`src/dtw_pkg.sv`:
```
`timescale 1ns / 1ps

package dtw_pkg;

   localparam int MAX_REF_LEN = 64;
   localparam int SAMPLE_BITS = 16;
   localparam int IDX_W       = $clog2(MAX_REF_LEN);
   localparam int LEN_W       = IDX_W + 1;
   localparam int QRY_LEN_W   = 16;
   localparam int DIST_W      = 48;
   localparam int COST_W      = 2 * SAMPLE_BITS;
   localparam int CSR_INDEX_W = 2;
   localparam int CSR_DATA_W  = 16;

   localparam logic [DIST_W-1:0] DIST_MAX = {DIST_W{1'b1}};

   localparam logic [LEN_W-1:0]     REF_LEN_RESET = LEN_W'(64);
   localparam logic [QRY_LEN_W-1:0] QRY_LEN_RESET = QRY_LEN_W'(64);

   // register indexes
   localparam logic [CSR_INDEX_W-1:0] CSR_REF_LENGTH   = CSR_INDEX_W'(0);
   localparam logic [CSR_INDEX_W-1:0] CSR_QUERY_LENGTH = CSR_INDEX_W'(1);

   // request function codes
   localparam logic FUNC_LOAD_REF = 1'b0;
   localparam logic FUNC_QUERY    = 1'b1;

   typedef struct packed {
      logic             load_ref;
      logic [IDX_W-1:0] ref_addr;
      logic             capture;
      logic             first;
      logic             issue;
      logic [IDX_W-1:0] rd_addr;
      logic             emit;
   } dtw_cmd_type;

   typedef struct packed {
      logic rsp_busy;
   } dtw_status_type;

endpackage

```
`src/dtw_dpath.sv`:
```
`timescale 1ns / 1ps

module dtw_dpath
   import dtw_pkg::*;
(
   input  logic                          clock,
   input  logic                          reset,
   input  logic signed [SAMPLE_BITS-1:0] req_sample,
   input  dtw_cmd_type                   cmd,
   output dtw_status_type                status,
   output logic                          rsp_valid,
   input  logic                          rsp_ready,
   output logic [DIST_W-1:0]             rsp_distance,
   output logic                          rsp_saturated
);

   logic [SAMPLE_BITS-1:0] ref_mem [MAX_REF_LEN];
   logic [DIST_W-1:0]      cost_mem [MAX_REF_LEN];

   logic signed [SAMPLE_BITS-1:0] x_ff;
   logic                          first_ff;

   // read stage
   logic                          rd_valid_ff;
   logic [IDX_W-1:0]              rd_addr_ff;
   logic signed [SAMPLE_BITS-1:0] ref_q_ff;
   logic [DIST_W-1:0]             up_q_ff;

   // local cost stage
   logic                          lc_valid_ff;
   logic [IDX_W-1:0]              lc_addr_ff;
   logic [COST_W-1:0]             lc_cost_ff;
   logic [DIST_W-1:0]             lc_up_ff;

   // recurrence
   logic [DIST_W-1:0]             left_ff;
   logic [DIST_W-1:0]             diag_ff;
   logic                          sat_ff;

   logic                          rsp_valid_ff;
   logic [DIST_W-1:0]             rsp_dist_ff;
   logic                          rsp_sat_ff;

   logic signed [SAMPLE_BITS:0]   diff;
   logic [SAMPLE_BITS-1:0]        mag;
   logic [COST_W-1:0]             cost_in;
   logic [DIST_W-1:0]             best;
   logic [DIST_W:0]               sum;
   logic                          sat_hit;
   logic [DIST_W-1:0]             cell_in;

   always_comb begin
      diff    = {x_ff[SAMPLE_BITS-1], x_ff} - {ref_q_ff[SAMPLE_BITS-1], ref_q_ff};
      mag     = diff[SAMPLE_BITS] ? SAMPLE_BITS'(-diff) : diff[SAMPLE_BITS-1:0];
      cost_in = COST_W'(mag) * COST_W'(mag);
   end

   always_comb begin
      if (lc_addr_ff == '0) begin
         best = first_ff ? '0 : lc_up_ff;
      end else if (first_ff) begin
         best = left_ff;
      end else begin
         best = lc_up_ff;
         if (left_ff < best) begin
            best = left_ff;
         end
         if (diag_ff < best) begin
            best = diag_ff;
         end
      end
      sum     = {1'b0, best} + (DIST_W + 1)'(lc_cost_ff);
      sat_hit = (sum >= {1'b0, DIST_MAX});
      cell_in = sat_hit ? DIST_MAX : sum[DIST_W-1:0];
   end

   always_ff @(posedge clock) begin
      if (cmd.load_ref) begin
         ref_mem[cmd.ref_addr] <= req_sample;
      end
      if (cmd.issue) begin
         ref_q_ff <= ref_mem[cmd.rd_addr];
         up_q_ff  <= cost_mem[cmd.rd_addr];
      end
      if (lc_valid_ff) begin
         cost_mem[lc_addr_ff] <= cell_in;
      end
   end

   always_ff @(posedge clock) begin
      if (cmd.capture) begin
         x_ff     <= req_sample;
         first_ff <= cmd.first;
      end
      rd_addr_ff <= cmd.rd_addr;
      lc_addr_ff <= rd_addr_ff;
      lc_cost_ff <= cost_in;
      lc_up_ff   <= up_q_ff;
      if (lc_valid_ff) begin
         left_ff <= cell_in;
         diag_ff <= lc_up_ff;
      end
      if (cmd.emit) begin
         rsp_dist_ff <= left_ff;
         rsp_sat_ff  <= sat_ff;
      end
   end

   always_ff @(posedge clock) begin
      if (reset) begin
         rd_valid_ff  <= 1'b0;
         lc_valid_ff  <= 1'b0;
         sat_ff       <= 1'b0;
         rsp_valid_ff <= 1'b0;
      end else begin
         rd_valid_ff <= cmd.issue;
         lc_valid_ff <= rd_valid_ff;
         if (cmd.emit) begin
            sat_ff <= 1'b0;
         end else if (lc_valid_ff && sat_hit) begin
            sat_ff <= 1'b1;
         end
         if (cmd.emit) begin
            rsp_valid_ff <= 1'b1;
         end else if (rsp_ready) begin
            rsp_valid_ff <= 1'b0;
         end
      end
   end

   assign status.rsp_busy = rsp_valid_ff && !rsp_ready;
   assign rsp_valid       = rsp_valid_ff;
   assign rsp_distance    = rsp_dist_ff;
   assign rsp_saturated   = rsp_sat_ff;

endmodule
```
`config.mk`:
```
export PLATFORM = sky130hd
export DESIGN_NAME = dtw_dpath
export DESIGN_NICKNAME = d
export VERILOG_FILES = /design/src/dtw_pkg.sv /design/src/dtw_dpath.sv
export SDC_FILE = /design/constraint.sdc
export NUM_CORES = 2
export LEC_CHECK = 0
export BUFFER_PORTS_ARGS = -buffer_cell sky130_fd_sc_hd__buf_2
export CORE_MARGIN = 2
export CORE_UTILIZATION = 30
export DETAILED_ROUTE_END_ITERATION = 8
export GPL_ROUTABILITY_DRIVEN = 0
export SETUP_SLACK_MARGIN = 0.5
export SLEW_MARGIN = 15
export SYNTH_ARGS = -nofsm -noshare
export SYNTH_HDL_FRONTEND = slang
export SYNTH_SLANG_ARGS = --single-unit
```
`constraint.sdc`:
```
create_clock -name clock -period 16.26 [get_ports clock]
set_input_delay 3.252 -clock clock [delete_from_list [all_inputs] [get_ports clock]]
set_output_delay 3.252 -clock clock [all_outputs]
set_load 0.03 [all_outputs]
```
# Yosys cells after proc, flatten, opt, wreduce, memory -nomap -nowiden

Memory sizes are Yosys's and may differ from the RTL's. A register that Yosys moved wholly into a read port is not among the register bits.
Cells that the tools add are included.

Word-level logic and storage cells: 44
Memories: 2
Memory bits (writable): 4096
Input bits: 36
Register bits after elaboration: 258

Memory list:

| memory   | words | width | rd ports | clocked after Yosys merged registers in | wr ports | RTL line        | RTL |
|---|---|---|---|---|---|---|---|
| cost_mem | 64    | 48    | 1        | 1                                       | 1        | dtw_dpath.sv:18 | `logic [DIST_W-1:0] cost_mem [MAX_REF_LEN];` |
| ref_mem  | 64    | 16    | 1        | 1                                       | 1        | dtw_dpath.sv:17 | `logic [SAMPLE_BITS-1:0] ref_mem [MAX_REF_LEN];` |

Add/subtract/negate cells: 3
Order comparisons: 3
Muxes and demuxes: 15
Reduce and logical (&&, ||, !) cells: 6
$mul: 1

Operators by type and width:

| operator             | number |
|---|---|
| $mux 48              | 8 |
| $lt 48x48->1         | 2 |
| $add 48x32->49       | 1 |
| $ge 49x48->1 const B | 1 |
| $mul 16x16->32       | 1 |
| $sub 16x16->17       | 1 |
| $mux 16              | 1 |
| $neg 16->16          | 1 |
| $logic_not 6->1      | 1 |
| $mux 1               | 6 |
| $logic_and 1x1->1    | 2 |
| $reduce_bool 2->1    | 1 |
| $reduce_or 2->1      | 1 |
| $logic_not 1->1      | 1 |

# Depth between registers and ports, before layout

Word-level depth: 11
Mapped depth: 45
Mapped depth without buffers: 44

# Worst setup path before layout

OpenSTA, ideal clock, no wires.

Kind: register to register
Start point: reg left_ff[30]
End point: mem cost_mem[0][40] (data pin)
Stages on the path, launching flop included: 41
Path buffers: 8
Path slack: 4.437 ns
Period minus slack after synthesis: 11.823 ns
Required time: 15.551 ns
Arrival time: 11.113 ns
Cells stage by stage: edfxtp_1 ha_1 a21oi_1 nand2_1 a221oi_1 a31oi_2 a211oi_2 buf_2 buf_2 clkbuf_1 clkbuf_1 nor2_1 a21oi_1 ha_1 a21o_1 a221o_1 a221oi_1 nor2_1 (+5 left out) a211oi_1 a21oi_1 a21oi_1 ha_1 clkbuf_1 a21o_1 a221o_1 a32oi_1 a21oi_1 a31oi_1 o21ai_1 a311oi_1 o21a_1 nor4_2 and4_1 buf_4 and3_1 o21ai_0

Cells in the longest elaborated chain, start to end: 11

RTL lines:

| element                | RTL line         | RTL |
|---|---|---|
| start, declared        | dtw_dpath.sv:36  | `logic [DIST_W-1:0] left_ff;` |
| start signal, assigned | dtw_dpath.sv:100 | `left_ff <= cell_in;` |
| $lt 48x48->1           | dtw_dpath.sv:65  | `if (left_ff < best) begin` |
| $mux 48                | dtw_dpath.sv:65  |  |
| $mux 48                | dtw_dpath.sv:61  | `end else if (first_ff) begin` |
| $mux 48                | dtw_dpath.sv:59  | `if (lc_addr_ff == '0) begin` |
| $lt 48x48->1           | dtw_dpath.sv:68  | `if (diag_ff < best) begin` |
| $mux 48                | dtw_dpath.sv:68  |  |
| $mux 48 (*)            | dtw_dpath.sv:61  |  |
| $mux 48 (*)            | dtw_dpath.sv:59  |  |
| $add 48x32->49 (*)     | dtw_dpath.sv:72  | `sum = {1'b0, best} + (DIST_W + 1)'(lc_cost_ff);` |
| $ge 49x48->1           | dtw_dpath.sv:73  | `sat_hit = (sum >= {1'b0, DIST_MAX});` |
| $mux 48 (*)            | dtw_dpath.sv:74  | `cell_in = sat_hit ? DIST_MAX : sum[DIST_W-1:0];` |
| via cell_in[40]        | dtw_dpath.sv:50  | `logic [DIST_W-1:0] cell_in;` |
| end, declared          | dtw_dpath.sv:18  |  |

Mark *: on every way through the listed nets, which the timed path passes. The rest lies on a longest branch. The select of a mux whose other input is x is not followed.

# Final worst setup path

Start point: reg left_ff[41]
End point: reg left_ff[15] (data pin)

Cells in the longest elaborated chain, start to end: 11

RTL lines:

| element            | RTL line |
|---|---|
| $lt 48x48->1       | dtw_dpath.sv:65 |
| $mux 48            | dtw_dpath.sv:65 |
| $mux 48            | dtw_dpath.sv:61 |
| $mux 48            | dtw_dpath.sv:59 |
| $lt 48x48->1       | dtw_dpath.sv:68 |
| $mux 48            | dtw_dpath.sv:68 |
| $mux 48 (*)        | dtw_dpath.sv:61 |
| $mux 48 (*)        | dtw_dpath.sv:59 |
| $add 48x32->49 (*) | dtw_dpath.sv:72 |
| $ge 49x48->1       | dtw_dpath.sv:73 |
| $mux 48 (*)        | dtw_dpath.sv:74 |
| via cell_in[15]    | dtw_dpath.sv:50 |

Marks and branches as above.
A chain may end at the register's enable or synchronous reset.

==> metrics <==
Synth top cells by count 4322 x edfxtp_1, 1344 x mux4_2, 351 x nor2_1, 348 x inv_1, 302 x clkbuf_1; number of H-tree levels 5; post-route minimum period 12.84 ns; top area cells in the synthesized netlist edfxtp_1 73%, mux4_2 17%, fa_1 1.8%; clock buffer depth 4; mean number of vias per cell 5.381; Resized cells post-CTS 0; Mapped Cells 8280; core area 0.5938 mm2; CP max-delay cell a221oi_1; DRC 0; number of global-route vias before repair about 90k; skew final roughly 0.12 ns; global-route wire length before repair slightly above 700000 um; number of flops mapped to enable cells by yosys between 4k and 5k; Vias a little over 90k; CTS sink count around 4.4k; Initial Util 0.3011; max-cap violations 0; nets@finish around 9k; Max-slew headroom 0.1768; Net Count, Synth around 8.7k; CP most frequent cell nand2_1; remaining global-route overflow 0; Avg Cell Area, Syn 21.60 um2; Slew Viols, Final 0; WL per Instance between 30 and 40 um; dpl hpwl slightly below 300000 um; total negative setup slack 0 ns; Synth cell types 94; worst stage delay on the critical path 0.77 ns; Reg2Reg Setup Slack approximately 3.4 ns; initial DRC count 12.79k; drt pass-1 iters 8; Inserted Clock Buffers 410; min-delay src rd_addr_ff[0]; Port Buf Inserts 86; Setup violations, final 0; RSZ-0062 raised after global routing false; Hold EP lc_addr_ff[0]; crit path max fanout 54; Root Buffer clkbuf_16; WL final 521000 um; Worst-path clk slew around 0.07 ns; # IOs slightly below 90; yosys warns 0; RR Startpoint left_ff[41]; Site Rows about 280; overall global routing resource usage 0.1683; FFs w/ async S/R, synth 0; pin slew with the least headroom to its limit between 1 and 1.5 ns; cts hold-fix bufs 0; fmax slightly below 80 MHz; final hold vios 0; latest clock arrival within the worst-skew pair 1.05 ns; full die area 0.6023 mm2; Yosys top cell by area edfxtp_1; post-route ant nets 0; Die X about 780 um; outcome completed; Worst EP required 16.98 ns; r2r worst-path depth 37; Arrival @ worst endpoint ~14 ns; Synth top area share 0.7258; Startpoint Class register; most frequent cell after synthesis edfxtp_1; hold path depth 0; share of post-route cells with drive strength above 1 0.2750; Area Growth Syn to Fin 14.34%; Cell Area, Synth roughly 0.18 mm2; final worst path period share 0.7896; crit path kind register to register; ys flop type edfxtp_1; Seq cells post-synth 4417; DIE HEIGHT about 780 um; Post-CTS Setup Inserts 0; RR Endpoint left_ff[15]; sequential area share after synthesis 0.7364; largest net degree at the start of global routing between 100 and 150; CTS tree built; CP Capture Type register; Hold Path Class register to register; initial antenna violation count just over 40
==> worst max path at each step <==
stage,start,end,cells after the start
detailed placement,left_ff[41],cost_mem[12][33],36
global route,left_ff[41],left_ff[15],37
finish,left_ff[41],left_ff[15],37
floorplan,left_ff[30],cost_mem[0][40],40
global placement,left_ff[41],cost_mem[8][33],36
CTS,left_ff[41],cost_mem[39][33],36
==> routing by layer <==
metal	GRT usage	wire, um	part of all wire	vias to the layer above
met5	0	54	0.00010	-
met4	0.05386	18170	0.035	8
met3	0.03852	57760	0.11	900
met2	0.2607	239000	0.46	5308
met1	0.2356	206000	0.40	49668
li1	-	-	-	35200
==> critical path: cells and delay by family, from the launching register on <==
family,cells,cell delay (ns)
AO/OA/AOI/OAI,18,5.60
adder cells (fa/ha/maj),4,1.07
buffers and inverters,3,1.55
flip-flops,1,0.45
AND/OR/NAND/NOR,12,3.72
==> kinds of logic (layout without fill, tap and decap cells) <==
group / after synthesis / count (layout) / share of synthesized area
DFF: 4417 / 4417 / 0.7364
muxes: 1363 / 1363 / 0.1704
and+or+nand+nor: 769 / 769 / 0.01983
buffers and inverters: 729 / 1492 / 0.01537
AOI/OAI and AO/OA: 498 / 498 / 0.01793
adders and majority gates: 404 / 404 / 0.03519
xor gates and xnor gates: 100 / 100 / 0.004898
other: 0 / 48 / 0
==> layout make-up <==
cell class,count,area (um2)
fillers,54252,389300
flip-flops and latches,4417,131700
multi-input cells,3134,45230
clock buffers,490,10670
well taps,7837,9806
repair buffers,381,2838
clock inverters,270,2788
inverters,351,1318
diodes,48,120.1
==> flip-flops by register name, indices dropped and copies added, names as in the netlist <==
name	flops
lc_addr_ff	6
lc_cost_ff	31
x_ff	16
ref_mem	1024
rd_valid_ff	1
rsp_saturated	1
ref_q_ff	16
up_q_ff	48
lc_valid_ff	1
rsp_distance	48
left_ff	48
first_ff	1
sat_ff	1
lc_up_ff	48
rsp_valid	1
cost_mem	3072
diag_ff	48
rd_addr_ff	6
==> placed cells by master, fill, tap and decap left out, types with 34 or more instances in the layout <==
master and n:
clkinv_2 83, clkbuf_1 70, nand2_1 131, a21o_1 37
clkbuf_16 411, buf_2 74, a21oi_1 236, inv_1 347
buf_4 292, fa_1 165, edfxtp_1 4322, ha_1 239
a211oi_1 51, dfxtp_1 94, nor2_4 64, xnor2_1 58
bufinv_16 45, xor2_1 36, o21ai_0 34, clkinv_1 94
mux4_2 1344, diode_2 48, nor2_1 287, nand3_1 48
==> metrics by stage <==
step	setup slack, ns	instances	area, um2	util	hold WS (ns)
floorplan	4.437	8280	178800	-	0.3096
CTS	4.069	16879	204200	0.3439	0.3290
finish	3.421	16928	204500	0.3443	0.3311
detailed placement	4.149	16119	190700	0.3212	0.3143
global placement	4.323	16119	190700	0.3212	0.3118
global route	2.978	16882	204300	0.3441	0.3330
Power is not shown: default switching activity piles up to over one toggle a cycle in this logic, so the estimate is an artifact.
