### src/dtw_pkg.sv
`timescale 1ns / 1ps

package dtw_pkg;

   localparam int MAX_REF_LEN = 64;
   localparam int SAMPLE_BITS = 16;
   localparam int IDX_W       = $clog2(MAX_REF_LEN);
   localparam int LEN_W       = IDX_W + 1;
   localparam int QRY_LEN_W   = 16;
   localparam int DIST_W      = 48;
   localparam int COST_W      = 2 * SAMPLE_BITS;
   localparam int CSR_INDEX_W = 2;
   localparam int CSR_DATA_W  = 16;

   localparam logic [DIST_W-1:0] DIST_MAX = {DIST_W{1'b1}};

   localparam logic [LEN_W-1:0]     REF_LEN_RESET = LEN_W'(64);
   localparam logic [QRY_LEN_W-1:0] QRY_LEN_RESET = QRY_LEN_W'(64);

   // register indexes
   localparam logic [CSR_INDEX_W-1:0] CSR_REF_LENGTH   = CSR_INDEX_W'(0);
   localparam logic [CSR_INDEX_W-1:0] CSR_QUERY_LENGTH = CSR_INDEX_W'(1);

   // request function codes
   localparam logic FUNC_LOAD_REF = 1'b0;
   localparam logic FUNC_QUERY    = 1'b1;

   typedef struct packed {
      logic             load_ref;
      logic [IDX_W-1:0] ref_addr;
      logic             capture;
      logic             first;
      logic             issue;
      logic [IDX_W-1:0] rd_addr;
      logic             emit;
   } dtw_cmd_type;

   typedef struct packed {
      logic rsp_busy;
   } dtw_status_type;

endpackage

### src/dtw_ctrl.sv
`timescale 1ns / 1ps

module dtw_ctrl
   import dtw_pkg::*;
(
   input  logic                   clock,
   input  logic                   reset,
   input  logic                   req_valid,
   input  logic                   req_func,
   output logic                   req_ready,
   input  logic                   csr_valid,
   input  logic [CSR_INDEX_W-1:0] csr_index,
   input  logic [CSR_DATA_W-1:0]  csr_data,
   output logic                   csr_ready,
   input  dtw_status_type         status,
   output dtw_cmd_type            cmd
);

   typedef enum logic [1:0] {
      ST_IDLE,
      ST_RUN,
      ST_DRAIN,
      ST_DONE
   } state_type;

   // stages between cell issue and the cost write
   localparam logic [LEN_W-1:0] DRAIN_LAST = LEN_W'(1);

   state_type            state_ff;
   logic [LEN_W-1:0]     ref_len_ff;
   logic [QRY_LEN_W-1:0] qry_len_ff;
   logic [IDX_W-1:0]     widx_ff;
   logic [QRY_LEN_W-1:0] qidx_ff;
   logic [LEN_W-1:0]     cnt_ff;
   logic [LEN_W-1:0]     n_ff;
   logic                 last_ff;

   logic [LEN_W-1:0]     n_eff;
   logic [QRY_LEN_W-1:0] qlen_eff;
   logic [LEN_W-1:0]     widx_inc;
   logic [IDX_W-1:0]     widx_in;
   logic [QRY_LEN_W:0]   qidx_inc;
   logic                 req_fire;

   always_comb begin
      if (ref_len_ff == '0) begin
         n_eff = LEN_W'(1);
      end else if (ref_len_ff > LEN_W'(MAX_REF_LEN)) begin
         n_eff = LEN_W'(MAX_REF_LEN);
      end else begin
         n_eff = ref_len_ff;
      end
      qlen_eff = (qry_len_ff == '0) ? QRY_LEN_W'(1) : qry_len_ff;
      widx_inc = {1'b0, widx_ff} + LEN_W'(1);
      widx_in  = (widx_inc >= n_eff) ? '0 : widx_inc[IDX_W-1:0];
      qidx_inc = {1'b0, qidx_ff} + (QRY_LEN_W + 1)'(1);
   end

   assign req_ready = (state_ff == ST_IDLE);
   assign csr_ready = 1'b1;
   assign req_fire  = req_valid && req_ready;

   always_comb begin
      cmd.load_ref = req_fire && (req_func == FUNC_LOAD_REF);
      cmd.ref_addr = widx_ff;
      cmd.capture  = req_fire && (req_func == FUNC_QUERY);
      cmd.first    = (qidx_ff == '0);
      cmd.issue    = (state_ff == ST_RUN);
      cmd.rd_addr  = cnt_ff[IDX_W-1:0];
      cmd.emit     = (state_ff == ST_DONE) && last_ff && !status.rsp_busy;
   end

   always_ff @(posedge clock) begin
      if (reset) begin
         state_ff   <= ST_IDLE;
         ref_len_ff <= REF_LEN_RESET;
         qry_len_ff <= QRY_LEN_RESET;
         widx_ff    <= '0;
         qidx_ff    <= '0;
         cnt_ff     <= '0;
         n_ff       <= LEN_W'(1);
         last_ff    <= 1'b0;
      end else begin
         if (csr_valid && csr_ready) begin
            case (csr_index)
               CSR_REF_LENGTH:   ref_len_ff <= csr_data[LEN_W-1:0];
               CSR_QUERY_LENGTH: qry_len_ff <= csr_data[QRY_LEN_W-1:0];
               default: ;
            endcase
         end
         case (state_ff)
            ST_IDLE: begin
               if (req_fire) begin
                  if (req_func == FUNC_LOAD_REF) begin
                     widx_ff <= widx_in;
                  end else begin
                     n_ff     <= n_eff;
                     last_ff  <= (qidx_inc >= {1'b0, qlen_eff});
                     cnt_ff   <= '0;
                     state_ff <= ST_RUN;
                  end
               end
            end
            ST_RUN: begin
               if (cnt_ff == n_ff - LEN_W'(1)) begin
                  cnt_ff   <= '0;
                  state_ff <= ST_DRAIN;
               end else begin
                  cnt_ff <= cnt_ff + LEN_W'(1);
               end
            end
            ST_DRAIN: begin
               if (cnt_ff == DRAIN_LAST) begin
                  cnt_ff   <= '0;
                  state_ff <= ST_DONE;
               end else begin
                  cnt_ff <= cnt_ff + LEN_W'(1);
               end
            end
            ST_DONE: begin
               if (!last_ff) begin
                  qidx_ff  <= qidx_inc[QRY_LEN_W-1:0];
                  state_ff <= ST_IDLE;
               end else if (!status.rsp_busy) begin
                  qidx_ff  <= '0;
                  state_ff <= ST_IDLE;
               end
            end
            default: state_ff <= ST_IDLE;
         endcase
      end
   end

endmodule

### config.mk
export PLATFORM = sky130hd
export DESIGN_NAME = dtw_ctrl
export DESIGN_NICKNAME = d
export VERILOG_FILES = /design/src/dtw_pkg.sv /design/src/dtw_ctrl.sv
export SDC_FILE = /design/constraint.sdc
export NUM_CORES = 1
export LEC_CHECK = 0
export BUFFER_PORTS_ARGS = -buffer_cell sky130_fd_sc_hd__buf_2
export CELL_PAD_IN_SITES_DETAIL_PLACEMENT = 0
export CELL_PAD_IN_SITES_GLOBAL_PLACEMENT = 1
export CORE_AREA = 2 2 94 141
export DETAILED_ROUTE_END_ITERATION = 10
export DIE_AREA = 0 0 96 143
export PLACE_DENSITY = 0.61
export SYNTH_ARGS = -nofsm -noshare
export SYNTH_HDL_FRONTEND = slang
export SYNTH_SLANG_ARGS = --single-unit
### constraint.sdc
create_clock -name clock -period 4.7 [get_ports clock]
set_input_delay 0.47 -clock clock [delete_from_list [all_inputs] [get_ports clock]]
set_output_delay 0.47 -clock clock [all_outputs]
set_load 0.01 [all_outputs]
== After elaboration in Yosys (flattened, before gate mapping) ==
Index checks and enable logic that the tools add are counted.
Word-level totals
  flip-flop bits (word level): 62
  input port bits: 24
  output and inout bits: 19
  word-level logic and storage cells: 65
Operators by class
  add/subtract/negate cells: 4
  $lt $le $gt $ge: 3
  equality and inequality tests: 12
  mux-type cells: 18
  bitwise logic cells: 1
  reduce and logical (&&, ||, !) cells: 19
Operators with widths (count)
  16-bit 2-to-1 mux: 3
  7-bit 2-to-1 mux: 6
  16-bit logical NOT: 2
  7-bit case mux with 3 select lines: 1
  16-bit by 1-bit adder with 17-bit output (second input constant): 1
  17-bit by 16-bit greater-or-equal comparator with 1-bit output: 1
  2-bit 2-to-1 mux: 6
  3-bit AND reduction: 3
  2-bit case mux with 4 select lines: 1
  6-bit by 1-bit adder with 7-bit output (second input constant): 1
  7-bit by 1-bit adder with 7-bit output (second input constant): 1
  7-bit by 1-bit == test with 1-bit output (second input constant): 1
  7-bit == test: 1
  7-bit greater-or-equal comparator: 1
  7-bit > comparator (second input constant): 1
  7-bit logical NOT: 1
  7-bit by 1-bit subtractor with 7-bit output (second input constant): 1
  6-bit 2-to-1 mux: 1
  2-bit != test (second input constant): 3
  2-bit AND reduction: 3
  1-bit logical AND: 5
  5-bit AND reduction: 1
  2-bit by 1-bit == test with 1-bit output (second input constant): 2
  2-bit == test (second input constant): 2
  6 further kinds: 8

== Logic depth before layout (Yosys ltp) ==
Gate-level depths: netlist (run 1).
  word-level depth: 5
  mapped depth: 12
  mapped depth without buffers: 12

== Worst setup path after synthesis (run 1) ==
OpenSTA, ideal clock, no wires.
  kind: reg-to-reg
  from: register qidx_ff[0]
  to: register last_ff
  arrival time: 2356 ps
  path slack: 2211 ps
  stages on the path, launching flop included: 13
  buffers on the path: 0
  cells stage by stage: dfxtp_1 -> ha_1 -> nand3_1 -> nor3_1 -> and3_1 -> xor2_1 -> ha_1 -> a21oi_1 -> nor2b_1 -> o21ai_0 -> o2111ai_1 -> o211ai_1 -> a311oi_1
On the way
  cells in the longest elaborated chain, start to end: 2
RTL lines
  start, declared: line dtw_ctrl.sv:33  | logic [QRY_LEN_W-1:0] qidx_ff;
  start signal, assigned: line dtw_ctrl.sv:122  | qidx_ff <= qidx_inc[QRY_LEN_W-1:0];
  16-bit by 1-bit adder with 17-bit output: line dtw_ctrl.sv:56  | qidx_inc = {1'b0, qidx_ff} + (QRY_LEN_W + 1)'(1);
  17-bit by 16-bit greater-or-equal comparator with 1-bit output: line dtw_ctrl.sv:98  | last_ff <= (qidx_inc >= {1'b0, qlen_eff});
  end signal, assigned: line dtw_ctrl.sv:98
  end, declared: line dtw_ctrl.sv:36  | logic last_ff;
Every way passes these cells.
A chain may end at the register's enable or synchronous reset.

== Worst setup path after layout (run 1) ==
Ends and elaborated chain as after synthesis.

==> metrics.md, run 1 <==
| Metric | Value |
|---|---|
| Top cells by area, synth | `dfxtp_1 32%, ha_1 11%, nand2_1 7.1%, a21oi_1 6.4%, nor2_1 5.1%` |
| Initial Util | `0.315` |
| Final period util | `0.607` |
| GRT Residual Overflow | `0` |
| Initial antenna violation count | `0` |
| Final setup fails | `0` |
| Gr usage total | `0.148` |
| Vias/cell | `5.02` |
| Largest net degree at the start of global routing | `56` |
| Worst Path Required | `4.94 ns` |
| Core box area | `12400 sq um` |
| Wire per inst | `between 10 and 15 um` |
| Final hold vios | `0` |
| GR Util met2 | `0.247` |
| Slowest CP cell | `nor4b_2` |
| CP cell instances | `ha_1 -> nand3_1 -> nor4b_2 -> nand2_1 -> xnor2_1 -> ha_1 -> nand4_1 -> nor2_1 -> o31ai_1 -> o2111ai_1 -> o211ai_1 -> a311oi_1` |
| Post-route cell area | `roughly 4400 sq um` |
| Yosys warnings | `0` |
| CTS root buf | `clkbuf_16` |
| Final ANT Viol Nets | `0` |
| Syn avg cell area | `7.84 sq um` |
| GR Util met1 | `0.183` |
| Worst hold margin | `0.375 ns` |
| Post-DP HPWL | `7.06 mm` |
| DIE HEIGHT | `143 um` |
| Skew final | `around 0.0077 ns` |
| Crit path kind | `flip-flop to flip-flop` |
| Vias in the first global route | `between 3000 and 4000` |
| Storage cell area | `1240 sq um` |
| LEAKAGE | `1.82 nW` |
| Number of diodes | `0` |
| Port buffer count | `between 40 and 50` |
| #FFs+latches synth | `between 60 and 70` |
| CTS tree | `yes` |
| Latest clock arrival within the worst-skew pair | `roughly 0.33 ns` |
| Final Slew Violations | `0` |
| Outcome | `complete, no violations` |
| DIE AREA | `13700 sq um` |
| Synth async-reset ratio | `0` |
| Fill count | `between 1000 and 1500` |
| Vias | `3421` |
| Post-synth top area cell | `dfxtp_1` |
| Layout cell share with drive strength beyond 1 | `0.133` |
| Chip Width | `roughly 96 um` |
| Core Rows | `50` |
| Largest stage delay, worst path | `0.50 ns` |
| Crit path DAT | `3.09 ns` |
| Residual DRC | `0` |
| Most used DFF post-synth | `dfxtp_1` |
| Post-route setup TNS | `0 ns` |
| Global-route wire length before repair | `15.8 mm` |
| Most used cell along the critical path | `ha_1` |
| Peak Freq | `0.350 GHz` |
| CP Launch Type | `flip-flop` |
| Syn Nets | `558` |
| Cts hold-fix bufs | `0` |
| Syn Inst Count | `501` |
| Gpl congestion | `0.779` |
| Nets | `581` |
| I/O Pins | `between 40 and 50` |
| Setup slack, reg-to-reg | `1.85 ns` |
| Post-Route Utilization | `0.357` |
| Area growth syn-to-layout | `13.2%` |
| MaxCap Viol Count | `0` |
| Worst Hold Class | `input pin to flip-flop` |
| Resized cells post-CTS | `0` |
| Worst slew margin | `0.497` |
| Post-synth EDFFs | `0` |
| Drt pass-1 iters | `4` |
| Max Buffers Root-to-Sink | `2` |
| CTS H-Tree Depth | `3` |
| TritonCTS Buffers | `9` |
| Sequential share of the synthesized area | `0.316` |
| Synth top area share | `0.316` |
| Mapped Area | `3930 sq um` |
| Clk sinks | `62` |
| VDD IR max | `0.162 mV` |
| Synth unique cells | `62` |
| Unrepaired setup endpoints after global routing | `false` |
| Least-Margin Pin Slew | `0.753 ns` |
| Critical-path maximum fanout | `7` |
| Total Wirelength | `about 9.5 mm` |
| GR peak layer | `met2` |
| Placed cell area | `about 4200 sq um` |
| Post-Place Setup Slack | `1.86 ns` |
| Setup Buffers After CTS | `0` |
| Number of DRC markers in iteration 0 | `114` |
| Critical Path Sink Type | `flip-flop` |
| PwrDens | `approximately 360 nW/um^2` |
| Multi-input combinational cell area | `2410 sq um` |
| Met3 GRT Util | `0.0311` |
| Clock transition at path regs | `0.05 ns` |
| Post-layout minimum cycle time | `2.85 ns` |
| Fin worst setup slack | `1.85 ns` |
cell type report:
class                   count  area share
multi-input cells         377       0.542
flip-flops and latches     62       0.279
clock buffers              12      0.0577
repair buffers             43      0.0496
well taps                 156      0.0439
inverters                  31      0.0262
clock inverters             1     0.00169
power by group:
group          internal [mW]  switching [mW]
registers              0.554          0.0411
clock network          0.377           0.233
logic                  0.158           0.223
total                   1.09           0.497
worst max-delay path, delay by kind of cell, from the launching register on:
kind / cells / cell delay, ns
AO/OA/AOI/OAI: 4 / 0.49
flip-flops: 1 / 0.44
XOR/XNOR: 1 / 0.15
AND/OR/NAND/NOR: 5 / 1.16
adder cells (fa/ha/maj): 2 / 0.51
per-layer routing:
| metal | share of wire | wire length (um) |
|---|---|---|
| met1 | 0.45 | 4260 |
| met4 | 0.018 | 174 |
| met3 | 0.033 | 313 |
| met5 | 0 | 0 |
| met2 | 0.50 | 4700 |
layout by cell type (no fill, tap or decap), types with 3 or more instances in the layout:
master,n
nand3b_1,4
o211ai_1,5
nand2b_1,5
nor2_1,53
nand4_1,4
a21oi_1,50
nor3_1,10
xor2_1,8
clkbuf_16,9
or2_2,3
and4_1,3
mux2i_1,9
nand3_1,19
a211o_1,4
a31oi_1,3
xnor2_1,17
nand2_1,74
a21o_1,5
o21ai_0,10
buf_2,41
nor4_1,8
dfxtp_1,62
a2bb2oi_1,4
nor3b_1,3
inv_1,30
ha_1,33
a22oi_1,4
nor2b_1,6
stage by stage:
stage,power (mW),std cells
after floorplan,0.880,501
after global placement,0.983,669
after detailed placement,0.989,669
after CTS,1.61,682
after global routing,1.68,682
final,1.59,682
path summary, 6_finish.rpt:
path,startpoint,endpoint,cells past startpoint
max reg2reg,qidx_ff[0],last_ff,12
min,csr_data[6],qry_len_ff[6],2
min reg2reg,qry_len_ff[0],qry_len_ff[0],2
max,qidx_ff[0],last_ff,12
synth_stat cells, drive strengths merged (5+ instances only):
master / instances
nor3: 10
ha: 33
inv: 30
xnor2: 17
buf: 11
a21oi: 51
nand2: 74
nor2: 53
o21ai: 10
xor2: 8
nand2b: 5
nor2b: 6
clkbuf: 20
dfxtp: 62
mux2i: 9
o211ai: 5
nand3: 19
a21o: 5
nor4: 9
sequential cells by signal (all words and copies together), names as in the netlist:
register and flops:
state_ff 2, cnt_ff 7, qidx_ff 16, qry_len_ff 16
last_ff 1, widx_ff 6, ref_len_ff 7, n_ff 7
cell families after synthesis:
kind of cell	count (synthesis)	share of synthesized area
xor+xnor	26	0.0625
other cells	1	0.000955
buf+inv	62	0.0711
fa+ha+maj	33	0.105
mux	9	0.0229
simple gates	206	0.254
compound gates	102	0.167
flops	62	0.316
Note: power is estimated with default switching activity, not from simulation.
==> run 2: changes to the inputs <==
--- a/config.mk
+++ b/config.mk
@@ -11,7 +11,7 @@
 export CORE_AREA = 2 2 94 141
 export DETAILED_ROUTE_END_ITERATION = 10
 export DIE_AREA = 0 0 96 143
-export PLACE_DENSITY = 0.61
+export PLACE_DENSITY = 0.63
 export SYNTH_ARGS = -nofsm -noshare
 export SYNTH_HDL_FRONTEND = slang
 export SYNTH_SLANG_ARGS = --single-unit
==> constraint.sdc (replaced) <==
create_clock -name clock -period 2.6 [get_ports clock]
set_input_delay 0.26 -clock clock [delete_from_list [all_inputs] [get_ports clock]]
set_output_delay 0.26 -clock clock [all_outputs]
set_load 0.01 [all_outputs]
==> run 2 against run 1 <==
Power grew 89%. Critical endpoint unchanged. Final cell count grew 3.4%. Via count increased by 1.5%. Sequential share of layout area decreased by 1.5 points. Highest routed layer unchanged.
==> metrics.md, run 2 (synthesis gave the netlist of run 1 again) <==
| Metric | Value |
|---|---|
| Max Buffers Root-to-Sink | `2 (unchanged)` |
| Vias | `3471 (+1.5%)` |
| Net Sw Frac | `0.298 (-0.0158)` |
| Worst Path Required | `2.84 ns (-2.10 ns)` |
| Total Wirelength | `9.78 mm (+3.5%)` |
| Wire per inst | `13.9 um (about the same)` |
| Vias/cell | `4.92 (-1.8%)` |
| MaxCap Viol Count | `0 (unchanged)` |
| Residual DRC | `0 (unchanged)` |
| Number of diodes | `0 (unchanged)` |
| Worst Hold Class | `input pin to flip-flop` |
| Post-layout minimum cycle time | `2.38 ns (-0.473 ns)` |
| Clock transition at path regs | `0.06 ns (about the same)` |
| Commonest non-fill, non-tap cells in the layout | `74 x nand2_1, 59 x dfxtp_1, 51 x nor2_1` |
| Post-route setup TNS | `0 ns (unchanged)` |
| Final setup fails | `0 (unchanged)` |
| Critical Path Sink Type | `flip-flop` |
| Largest net degree at the start of global routing | `38 (-32%)` |
| Peak Freq | `0.420 GHz (+20%)` |
| Crit. Startpoint | `qidx_ff[8]` |
| Initial antenna violation count | `0 (unchanged)` |
| P_sw | `0.892 mW (+79%)` |
| Nets | `603 (+3.8%)` |
| Gpl congestion | `0.819 (+5.1%)` |
| Final period util | `0.915 (+0.308)` |
| Crit path DAT | `2.62 ns (-0.47 ns)` |
| Gr usage total | `0.155 (+0.00690)` |
| CTS H-Tree Depth | `3 (unchanged)` |
| Post-DP HPWL | `7.44 mm (+5.5%)` |
| Drt pass-1 iters | `5 (+1)` |
| Latest clock arrival within the worst-skew pair | `0.33 ns (about the same)` |
| Reg2Reg Launch Point | `qidx_ff[8]` |
| I/O Pins | `43 (unchanged)` |
| CTS tree | `yes` |
| Number of DRC markers in iteration 0 | `112 (-1.8%)` |
| Vias in the first global route | `3468 (+5.3%)` |
| Clock group share of total power | `0.399 (+0.014)` |
| Clk sinks | `62 (unchanged)` |
| Overall Power | `3.00 mW (+89%)` |
| Worst slew margin | `0.568 (+0.0716)` |
| Unrepaired setup endpoints after global routing | `false` |
| Combinational fraction of design power | `0.249 (+0.009)` |
| HP Start | `csr_data[13]` |
| Port buffer count | `41 (unchanged)` |
| Seq pwr share | `0.352 (-0.023)` |
| Power Internal | `2.10 mW (+93%)` |
| Skew final | `0.00684 ns (-0.000825 ns)` |
| GRT Residual Overflow | `0 (unchanged)` |
| Biggest regs | `qidx_ff x16, qry_len_ff x16` |
| Final Slew Violations | `0 (unchanged)` |
| DIE HEIGHT | `143 um (unchanged)` |
| Layout cell share with drive strength beyond 1 | `0.189 (+0.0564)` |
| LEAKAGE | `1.96 nW (+8.1%)` |
| CTS root buf | `clkbuf_16` |
| Least-Margin Pin Slew | `0.646 ns (-0.107 ns)` |
| Initial Util | `0.315 (unchanged)` |
| Final ANT Viol Nets | `0 (unchanged)` |
| TritonCTS Buffers | `9 (unchanged)` |
| Area growth syn-to-layout | `19.8%` |
| CP Launch Type | `flip-flop` |
| VDD IR max | `0.293 mV (+81%)` |
| Critical-path maximum fanout | `8 (+1)` |
| Outcome | `complete, no violations` |
| Fill count | `1302 (-1.7%)` |
| Core Rows | `50 (unchanged)` |
| Crit path kind | `flip-flop to flip-flop` |
| Placed cells | `690 (+3.1%)` |
| PwrDens | `637 nW/um^2 (+79%)` |
| Most common cell after layout, fill and taps aside | `nand2_1` |
| Core box area | `12400 sq um (unchanged)` |
| Non-Filler Instances | `705 (+3.4%)` |
| Worst hold margin | `0.178 ns (-0.197 ns)` |
| Global-route wire length before repair | `16.5 mm (+4.7%)` |
| DIE AREA | `13700 sq um (unchanged)` |
| Final hold vios | `0 (unchanged)` |
| Chip Width | `96 um (unchanged)` |
## run 2: cell types whose count changed in the layout (fill, tap and decap cells not counted), sizes merged
| cell | before | now |
|---|---|---|
| clkinvlp | 1 | 0 |
| bufinv | 0 | 1 |
| buf | 43 | 65 |
| clkbuf | 12 | 13 |
## run 2: worst max-delay path, cell delays in order (launching register included)
cell	delay [ns]
dfxtp_1	0.45
and3_1	0.22
nor4b_4	0.23
nand2_1	0.13
xnor2_1	0.15
ha_1	0.30
nand4_1	0.14
nor2_2	0.15
o31ai_1	0.08
o2111ai_1	0.07
o211ai_1	0.11
a311oi_1	0.24
## run 2: final cells by class
| cell class | count | area [sq um] | area share |
|---|---|---|---|
| clock buffer | 13 | 260 | 0.0553 |
| clock inverter | 1 | 30.0 | 0.00639 |
| inverter | 31 | 116 | 0.0247 |
| multi-input combinational | 377 | 2470 | 0.525 |
| sequential | 62 | 1240 | 0.265 |
| tap | 156 | 195 | 0.0415 |
| timing repair buffer | 65 | 385 | 0.0820 |
## run 2: what timing repair did
item                                   4_1_cts  5_1_grt
endpoints found under the hold margin        0        0
gates resized for setup                      0       17
buffers inserted                             0        1
hold buffers                                 0        0
setup endpoints to repair                    0        1
## run 2: per-stage QoR
| stage | area (sq um) | setup slack (ns) | util |
|---|---|---|---|
| global route | 4700 | 0.00580 | 0.378 |
| global placement | 4340 | 0.156 | 0.348 |
| floorplan | 3930 | 0.111 | - |
| finish | 4700 | 0.220 | 0.378 |
| detailed placement | 4340 | 0.0491 | 0.348 |
| CTS | 4630 | 0.00616 | 0.372 |
## run 2: final timing paths
kind                                       end  slack, ns  cells past startpoint
worst min-delay path            qry_len_ff[13]       0.18                      3
worst min register to register   qry_len_ff[0]       0.46                      2
worst max-delay path                   last_ff       0.22                     11
worst max register to register         last_ff       0.22                     11
## run 2: power groups by stage
stage / Sequential [mW] / Combinational, mW / Clock (mW)
final: 1.05 / 0.746 / 1.20
after global routing: 1.06 / 0.838 / 1.28
after CTS: 1.05 / 0.756 / 1.24
after detailed placement: 1.07 / 0.755 / 0
after global placement: 1.07 / 0.744 / 0
after floorplan: 1.06 / 0.531 / 0
## run 2: layer usage
layer | global-route usage | vias to the layer above | wire, um
met5 | 0 | - | 0
met4 | 0.0534 | 0 | 144
met3 | 0.0322 | 10 | 295
met2 | 0.270 | 55 | 5000
met1 | 0.186 | 1595 | 4340
li1 | - | 1811 | -
==> run 3: changes to the inputs <==
--- a/config.mk
+++ b/config.mk
@@ -8,9 +8,9 @@
 export BUFFER_PORTS_ARGS = -buffer_cell sky130_fd_sc_hd__buf_2
 export CELL_PAD_IN_SITES_DETAIL_PLACEMENT = 0
 export CELL_PAD_IN_SITES_GLOBAL_PLACEMENT = 1
-export CORE_AREA = 2 2 94 141
+export CORE_AREA = 2 2 114 116
 export DETAILED_ROUTE_END_ITERATION = 10
-export DIE_AREA = 0 0 96 143
+export DIE_AREA = 0 0 116 118
 export PLACE_DENSITY = 0.63
 export SYNTH_ARGS = -nofsm -noshare
 export SYNTH_HDL_FRONTEND = slang
==> run 3 against run 2 <==
Highest routed layer unchanged. Fmax is 1.2% lower. Critical path depth stayed put. Die area fell by 0.29%. Global-route usage fell by 0.76 points.
==> metrics.md, run 3 (synthesis gave the netlist of run 1 again) <==
| Metric | Value |
|---|---|
| Outcome | `complete, no violations` |
| Crit Reg-Reg Endpoint | `last_ff` |
| Post-DP HPWL | `7.22 mm (-3.0%)` |
| GRT Residual Overflow | `0 (unchanged)` |
| Setup Buffers After CTS | `0 (unchanged)` |
| Number of diodes | `0 (unchanged)` |
| TritonCTS Buffers | `9 (unchanged)` |
| Chip Width | `116 um (+21%)` |
| Skew final | `0.00301 ns (-0.00383 ns)` |
| GR peak layer | `met2` |
| Gr usage total | `0.148 (-0.00762)` |
| CTS tree | `yes` |
| Vias in the first global route | `3256 (-6.1%)` |
| Area growth syn-to-layout | `20.2%` |
| DIE AREA | `13700 sq um (-0.29%)` |
| CP Launch Type | `flip-flop` |
| Total Wirelength | `9.57 mm (-2.1%)` |
| Reg2Reg Launch Point | `qidx_ff[0]` |
| Critical-path maximum fanout | `4 (-4)` |
| Biggest regs | `qidx_ff x16, qry_len_ff x16` |
| MaxCap Viol Count | `0 (unchanged)` |
| Most common cell after layout, fill and taps aside | `nand2_1` |
| Worst reg2reg path depth | `11 (unchanged)` |
| LEAKAGE | `1.98 nW (+0.92%)` |
| Core box area | `12400 sq um (-0.28%)` |
| Nets | `603 (unchanged)` |
| CTS H-Tree Depth | `3 (unchanged)` |
| Gpl congestion | `0.843 (+2.9%)` |
| Crit. Startpoint | `qidx_ff[0]` |
| Crit path kind | `flip-flop to flip-flop` |
| Final hold vios | `0 (unchanged)` |
| Peak Freq | `0.415 GHz (-1.2%)` |
| Least-Margin Pin Slew | `0.587 ns (-0.0592 ns)` |
| Global-route wire length before repair | `16.1 mm (-2.5%)` |
| Largest net degree at the start of global routing | `48 (+26%)` |
| VDD IR max | `0.281 mV (-4.1%)` |
| CTS root buf | `clkbuf_16` |
| Wire per inst | `13.2 um (-4.6%)` |
| Final ANT Viol Nets | `0 (unchanged)` |
| Met3 GRT Util | `0.0330 (+0.000766)` |
| Layout cell share with drive strength beyond 1 | `0.189 (-0.000688)` |
| Drt pass-1 iters | `6 (+1)` |
| Vias/cell | `4.82 (-2.2%)` |
| GR Util met1 | `0.209 (+0.0224)` |
| Post-route setup TNS | `0 ns (unchanged)` |
| Overall Power | `3.03 mW (+1.1%)` |
| GR Util met2 | `0.216 (-0.0534)` |
| Vias | `3483 (+0.35%)` |
| Latest clock arrival within the worst-skew pair | `0.33 ns (about the same)` |
| Worst Path Required | `2.79 ns (-0.05 ns)` |
| Crit path DAT | `2.60 ns (-0.02 ns)` |
| Worst Hold Class | `input pin to flip-flop` |
| Commonest non-fill, non-tap cells in the layout | `74 x nand2_1, 62 x dfxtp_1, 51 x nor2_1` |
| Resized cells post-CTS | `0 (unchanged)` |
| Core Rows | `41 (-18%)` |
| DIE HEIGHT | `118 um (-17%)` |
| End of the critical path | `last_ff` |
| Critical Path Sink Type | `flip-flop` |
| Post-layout minimum cycle time | `2.41 ns (+0.0284 ns)` |
| Residual DRC | `0 (unchanged)` |
| Worst slew margin | `0.608 (+0.0393)` |
| I/O Pins | `43 (unchanged)` |
| Max Buffers Root-to-Sink | `2 (unchanged)` |
| Number of DRC markers in iteration 0 | `108 (-3.6%)` |
| Final setup fails | `0 (unchanged)` |
| Initial antenna violation count | `0 (unchanged)` |
| Setup slack, reg-to-reg | `0.19 ns (-0.03 ns)` |
| Final period util | `0.926 (+0.0109)` |
| Unrepaired setup endpoints after global routing | `true` |
| Cts hold-fix bufs | `0 (unchanged)` |
| PwrDens | `641 nW/um^2 (+0.67%)` |
| Final Slew Violations | `0 (unchanged)` |
| Initial Util | `0.316 (+0.000890)` |
| Port buffer count | `41 (unchanged)` |
| Clock transition at path regs | `0.05 ns (about the same)` |
| Clk sinks | `62 (unchanged)` |
[run 3: changes by cell type in the layout (fill, tap and decap cells not counted), sizes merged]
| cell | before | now |
|---|---|---|
| bufinv | 1 | 0 |
| clkbuf | 13 | 14 |
| clkinv | 1 | 2 |
| clkinvlp | 0 | 1 |
[run 3: where the power goes]
part	internal [mW]	switching (mW)	total [mW]
Combinational	0.333	0.433	0.766
Sequential	1.00	0.0513	1.05
Clock	0.774	0.436	1.21
[run 3: worst min path at each step]
stage | cells past startpoint | to | start
3_5_place_dp | 2 | qry_len_ff[0] | qry_len_ff[0]
5_1_grt | 2 | ref_len_ff[6] | csr_data[6]
2_1_floorplan | 1 | qry_len_ff[6] | csr_data[6]
4_1_cts | 3 | qry_len_ff[13] | csr_data[13]
6_report | 2 | qry_len_ff[6] | csr_data[6]
3_3_place_gp | 2 | qry_len_ff[14] | qry_len_ff[14]
[run 3: metal layers]
layer  up-vias  routed length [um]
met1      1622                4940
met4         0                 134
li1       1809                   -
met2        44                4190
met5         -                   0
met3         8                 315
[run 3: final cells by class]
cell class / count / area (sq um)
clock inverter: 2 / 12.5
sequential: 62 / 1240
inverter: 31 / 116
clock buffer: 14 / 294
fill: 1340 / 7690
tap: 172 / 215
timing repair buffer: 65 / 385
multi-input combinational: 377 / 2460
[run 3: through the flow]
| step | std cells | hold WS (ns) | utilization | worst slack (ns) | area [sq um] |
|---|---|---|---|---|---|
| 6_report | 723 | 0.162 | 0.380 | 0.192 | 4720 |
| 5_1_grt | 723 | 0.162 | 0.380 | -0.00623 | 4720 |
| 4_1_cts | 723 | 0.152 | 0.376 | 0.0382 | 4670 |
| 3_5_place_dp | 707 | 0.465 | 0.352 | 0.0608 | 4360 |
| 3_3_place_gp | 707 | 0.460 | 0.352 | 0.154 | 4360 |
| 2_1_floorplan | 501 | 0.378 | - | 0.111 | 3930 |
[run 3: critical path: stages (launching register included)]
cell       delay [ns]
dfxtp_1          0.33
ha_1             0.21
nand3_2          0.15
or2_4            0.31
xnor2_2          0.13
ha_1             0.30
a21o_1           0.18
a21o_1           0.16
a21oi_1          0.14
o2111ai_1        0.11
o211ai_1         0.12
a311oi_1         0.11
